$ cat src/design/oaht_pkg.sv
// shared types and constants for the open address hash table
// no dependencies
`default_nettype none
package oaht_pkg;

   localparam int TableDepth = 1024;
   localparam int SlotWidth = $clog2(TableDepth);
   localparam int CapWidth = SlotWidth + 1;
   localparam int KeyWidth = 64;
   localparam int HashWidth = 32;
   localparam int IdWidth = 16;
   localparam int QtyWidth = 16;
   localparam int DoubleHashPrime = 11;
   localparam int PrimeWidth = $clog2(DoubleHashPrime + 1);
   localparam int EntryWidth = 1 + KeyWidth + IdWidth + QtyWidth;
   localparam int BitCountWidth = $clog2(HashWidth);
   localparam int CsrIndexWidth = 2;
   localparam int CsrDataWidth = 16;
   localparam int StatusWidth = 3;

   // hash mod the prime: fold 10 bit chunks, then a reciprocal multiply
   localparam int FoldWidth = 12;
   localparam int RecipWidth = 13;
   localparam int RecipShift = 16;
   localparam logic [RecipWidth-1:0] RecipMult = 13'd5958;
   localparam int QuoWidth = FoldWidth + RecipWidth - RecipShift;

   localparam logic [CapWidth-1:0] CapReset = CapWidth'(1021);

   localparam logic [CsrIndexWidth-1:0] CSR_CAPACITY = 2'd0;
   localparam logic [CsrIndexWidth-1:0] CSR_PROBE_MODE = 2'd1;
   localparam logic [CsrIndexWidth-1:0] CSR_MIN_ID = 2'd2;
   localparam logic [CsrIndexWidth-1:0] CSR_MAX_ID = 2'd3;

   localparam logic [1:0] MODE_QUADRATIC = 2'd0;
   localparam logic [1:0] MODE_DOUBLE = 2'd1;

   localparam logic OP_INSERT = 1'b0;

   localparam logic [StatusWidth-1:0] ST_INSERTED = 3'd0;
   localparam logic [StatusWidth-1:0] ST_DUPLICATE = 3'd1;
   localparam logic [StatusWidth-1:0] ST_BAD_ID = 3'd2;
   localparam logic [StatusWidth-1:0] ST_FULL = 3'd3;
   localparam logic [StatusWidth-1:0] ST_FOUND = 3'd4;
   localparam logic [StatusWidth-1:0] ST_NOT_FOUND = 3'd5;

   typedef enum logic [2:0] {
      S_CLEAR,
      S_IDLE,
      S_DIVIDE,
      S_REDUCE,
      S_READ,
      S_CHECK,
      S_BAD
   } state_type;

   typedef enum logic [1:0] {
      FIN_BAD,
      FIN_HIT,
      FIN_EMPTY,
      FIN_MISS
   } finish_type;

   typedef struct packed {
      logic       load;
      logic       div_step;
      logic       probe_init;
      logic       reduce;
      logic       advance;
      logic       clear_step;
      logic       write;
      logic       finish;
      finish_type kind;
   } cmd_type;

   typedef struct packed {
      logic op_insert;
      logic bad_id;
      logic div_done;
      logic step_big;
      logic double_mode;
      logic hit;
      logic empty;
      logic last_probe;
      logic clear_done;
   } stat_type;

endpackage
`default_nettype wire

$ cat src/design/oaht_control.sv
// controller: clearing pass, divide, probe and response sequencing
// depends on oaht_pkg
`default_nettype none
module oaht_control (
   input  wire logic               clock,
   input  wire logic               reset,
   input  wire logic               req_tvalid,
   output logic                    req_tready,
   output logic                    rsp_tvalid,
   input  wire logic               rsp_tready,
   input  wire oaht_pkg::stat_type stat,
   output oaht_pkg::cmd_type       cmd
);
   import oaht_pkg::*;

   state_type state_ff, state_in;
   logic      valid_ff, valid_in;
   logic      out_free;

   assign out_free = !valid_ff || rsp_tready;
   assign req_tready = (state_ff == S_IDLE);
   assign rsp_tvalid = valid_ff;

   always_ff @(posedge clock) begin
      if (reset) begin
         state_ff <= S_CLEAR;
         valid_ff <= 1'b0;
      end else begin
         state_ff <= state_in;
         valid_ff <= valid_in;
      end
   end

   always_comb begin
      state_in = state_ff;
      valid_in = valid_ff && !rsp_tready;
      cmd = '0;
      cmd.kind = FIN_MISS;
      unique case (state_ff)
         S_CLEAR: begin
            cmd.clear_step = 1'b1;
            if (stat.clear_done) begin
               state_in = S_IDLE;
            end
         end
         S_IDLE: begin
            if (req_tvalid) begin
               cmd.load = 1'b1;
               state_in = S_DIVIDE;
            end
         end
         S_DIVIDE: begin
            cmd.div_step = 1'b1;
            if (stat.div_done) begin
               state_in = S_BAD;
            end
         end
         S_BAD: begin
            if (stat.op_insert && stat.bad_id) begin
               if (out_free) begin
                  cmd.finish = 1'b1;
                  cmd.kind = FIN_BAD;
                  valid_in = 1'b1;
                  state_in = S_IDLE;
               end
            end else begin
               cmd.probe_init = 1'b1;
               state_in = S_REDUCE;
            end
         end
         S_REDUCE: begin
            if (stat.double_mode && stat.step_big) begin
               cmd.reduce = 1'b1;
            end else begin
               state_in = S_READ;
            end
         end
         S_READ: begin
            state_in = S_CHECK;
         end
         S_CHECK: begin
            priority if (stat.hit) begin
               if (out_free) begin
                  cmd.finish = 1'b1;
                  cmd.kind = FIN_HIT;
                  valid_in = 1'b1;
                  state_in = S_IDLE;
               end
            end else if (stat.op_insert && stat.empty) begin
               if (out_free) begin
                  cmd.finish = 1'b1;
                  cmd.write = 1'b1;
                  cmd.kind = FIN_EMPTY;
                  valid_in = 1'b1;
                  state_in = S_IDLE;
               end
            end else if (stat.last_probe) begin
               if (out_free) begin
                  cmd.finish = 1'b1;
                  cmd.kind = FIN_MISS;
                  valid_in = 1'b1;
                  state_in = S_IDLE;
               end
            end else begin
               cmd.advance = 1'b1;
               state_in = S_READ;
            end
         end
         default: state_in = S_IDLE;
      endcase
   end

endmodule
`default_nettype wire

$ cat config.mk
export PLATFORM = sky130hd
export DESIGN_NAME = oaht_control
export DESIGN_NICKNAME = d
export VERILOG_FILES = /design/src/design/oaht_pkg.sv /design/src/design/oaht_control.sv
export SDC_FILE = /design/constraint.sdc
export NUM_CORES = 1
export LEC_CHECK = 0
export BUFFER_PORTS_ARGS = -buffer_cell sky130_fd_sc_hd__buf_2
export CORE_AREA = 2 2 39 41
export DETAILED_ROUTE_END_ITERATION = 8
export DIE_AREA = 0 0 41 43
export PLACE_DENSITY_LB_ADDON = 0.08
export SETUP_SLACK_MARGIN = 0.4
export SLEW_MARGIN = 20
export SYNTH_ARGS = -nofsm -noshare
export SYNTH_HDL_FRONTEND = slang
export SYNTH_SLANG_ARGS = --single-unit
export TNS_END_PERCENT = 20
$ cat constraint.sdc
create_clock -name clock -period 1.4 [get_ports clock]
set_input_delay 0 -clock clock [delete_from_list [all_inputs] [get_ports clock]]
set_output_delay 0 -clock clock [all_outputs]
set_load 0.05 [all_outputs]
==> impl_metrics.tcl <==
set metrics [dict create \
    worstPathArrival_ns 1.34 \
    clock_latency_ns 0.25 \
    die_x_um 41 \
    synth-edff-count 0 \
    dieArea_um2 1760 \
    p_leak_nw 0.347 \
    cts_root_buf "clkbuf_4" \
    cp-end-kind "output port" \
    yosysTopAreaCell "dfxtp_1" \
    holdPathStages 3 \
    placedCellCount 99 \
    ant_nets 0 \
    seq_area_frac_synth_pct 18.2 \
    hp-class "in2reg" \
    dr.pass1.iters 4 \
    peakVddDrop_uv 565 \
    finalNonFillerCells 107 \
    clk_path_buf_depth 2 \
    synthTopCellsByArea "dfxtp_1 (18%), nand2b_1 (7.1%), nor2_1 (6.0%)" \
    synth_cell_types 30 \
    skew_ns 0.00547 \
    ff2ff_path_depth 4 \
    dieHeight_um 43 \
    cts_tree "done" \
    yosys_warnings 0 \
    synth_area_per_cell_um2 7.34 \
    htreeDepth 1 \
    grt_first_pass_wirelength_mm 1.89 \
    row_count 14 \
    grt_pass1_vias 431 \
    cap_violations 0 \
    rsz0062_at_grt "true" \
    drt_drc_violations_left 0 \
    cts.sinks 4 \
    wire_per_inst_um 12.8 \
    start_util_pct 31.8 \
    dp_hpwl_um 904 \
    synth_ff_type "dfxtp_1" \
    status "finished, final reports clean" \
    worst_pin_slew_ns 0.483 \
    syn_area_um2 440 \
    syn_inst 60 \
    finalCritPeriodShare_pct 95.4 \
    antenna_found_initial 0 \
    ys_ff_latch 4 \
    synth_nets 73 \
    first_iter_violations 11 \
    slew_viol_final 0 \
    synth.top_cell.area_share_pct 18.2 \
    fmax_mhz 749 \
    async_flop_share_pct 0 \
    core_area_um2 1380 \
    area_growth_syn_to_layout_pct 92.6 \
    cts_buffers 3 \
    setup_tns_ns 0 \
    worst-path-max-fanout 7 \
    min_from "rsp_tready" \
    startpoint_type "flop" \
    path_class "reg2out" \
    numPortBuffers 24 \
    routed_wl_mm 1.37 \
    r2r-start "state_ff[0]$_SDFFE_PP0P_" \
    path_clk_slew_ns 0.04 \
    via_per_inst 5.32 \
    routabilityCongestion 0.748 \
    hold_end "rsp_tvalid$_SDFF_PP0_" \
    layout.nets 106 \
    cp.required_ns 1.40 \
    n_antenna_cell 0 \
    max_slew_margin_pct 67.6 \
    post-route-min-period_ns 1.34 \
    power_density_nw_per_um2 797 \
    track_usage_pct 16.4 \
    total_power_uw 676 \
    routed-via-count 569 \
    r2r_end "state_ff[0]$_SDFFE_PP0P_" \
    grt_remaining_overflow 0 \
    hold_violations 0 \
    grt_max_degree 20 \
    ioPinCount 25 \
    r2r_slack_ns 0.23 \
    finalSetupViolations 0 \
    drive_gt1_share_pct 65.9 \
]
[synth_stat cells, drive strengths merged, types with 2 or more instances]
master,count
nor2,7
nand3,4
nand2b,6
inv,2
a311oi,2
a21oi,3
nor3,2
nand2,5
and3,2
dfxtp,4
and2,2
a211oi,2
o22ai,2
o21ai,5
buf,4
[placed cells by master, fill, tap and decap left out, drive strengths merged]
cell and instances:
o21ai 5, nor2 7, inv 2, or2 1, and2b 1, a211o 1, nand2 5, a221o 1
nand3 4, nor3 2, nand3b 1, clkbuf 3, a41oi 1, and2 2, dfxtp 4, o31a 1
buf 31, a21oi 3, o22ai 2, a211oi 2, nand2b 6, and4b 1, and3 2, dlygate4sd3 1
a311oi 2
[flip-flops by register name, summed over array words and instances, names as in the netlist]
signal,count
rsp_tvalid,1
state_ff,3
[cell type report]
cell class / count / area (um2)
fill: 132 / 536
timing repair buffer: 32 / 294
clock buffer: 3 / 22.5
inverter: 2 / 10.0
multi-input combinational: 50 / 412
sequential: 4 / 90.1
tap: 16 / 20.0
[layer usage]
layer  GRT usage, %  wire [um]  vias to the layer above
met2           23.4        688                       24
li1               -          -                      285
met1           19.6        546                      256
met5              0          0                        -
met4           10.0         31                        0
met3           6.28         98                        4
[kinds of logic (layout without fill, tap and decap cells)]
family / Yosys count / in the layout / share of synthesized area (%)
and+or+nand+nor: 32 / 32 / 40.1
AOI/OAI and AO/OA: 18 / 18 / 30.1
DFF: 4 / 4 / 18.2
buffers and inverters: 6 / 37 / 11.6
[power breakdown]
part           internal, mW  total (mW)  switching (mW)
Clock                0.0965       0.153          0.0566
Combinational         0.174       0.380           0.206
Sequential            0.127       0.143          0.0160
[through the flow]
stage	util (%)	hold WS, ns	instance area (um2)	setup WS [ns]
after global placement	45.9	0.238	636	0.132
after detailed placement	45.9	0.239	636	0.162
after floorplan	-	0.0617	508	0.180
final	61.3	0.0974	848	0.0649
after CTS	53.1	0.112	734	0.0784
after global routing	61.3	0.117	848	-0.0144
[worst max path at each step]
stage,start,cells past startpoint,end,slack (ns)
5_1_grt,state_ff[1]$_SDFFE_PP0P_,5,cmd[3],-0.01
3_5_place_dp,state_ff[0]$_SDFFE_PP0P_,5,cmd[3],0.16
4_1_cts,state_ff[1]$_SDFFE_PP0P_,5,cmd[3],0.08
3_3_place_gp,state_ff[1]$_SDFFE_PP0P_,5,cmd[0],0.13
2_1_floorplan,state_ff[1]$_SDFFE_PP0P_,4,cmd[9],0.18
6_report,state_ff[1]$_SDFFE_PP0P_,5,cmd[3],0.06
[repair_timing]
action,CTS,global route
hold endpoints to repair,1,0
hold buffers,1,0
buffers inserted,4,0
resized for setup,11,39
pin swaps,0,11
setup endpoints to repair,15,15
[worst max-delay path: stages (launching register included)]
cell and delay [ns]:
dfxtp_4 0.36, and2b_1 0.24, nand3b_1 0.10, buf_4 0.15
nor2_4 0.08, buf_8 0.15
(Power assumes the default switching activity.)
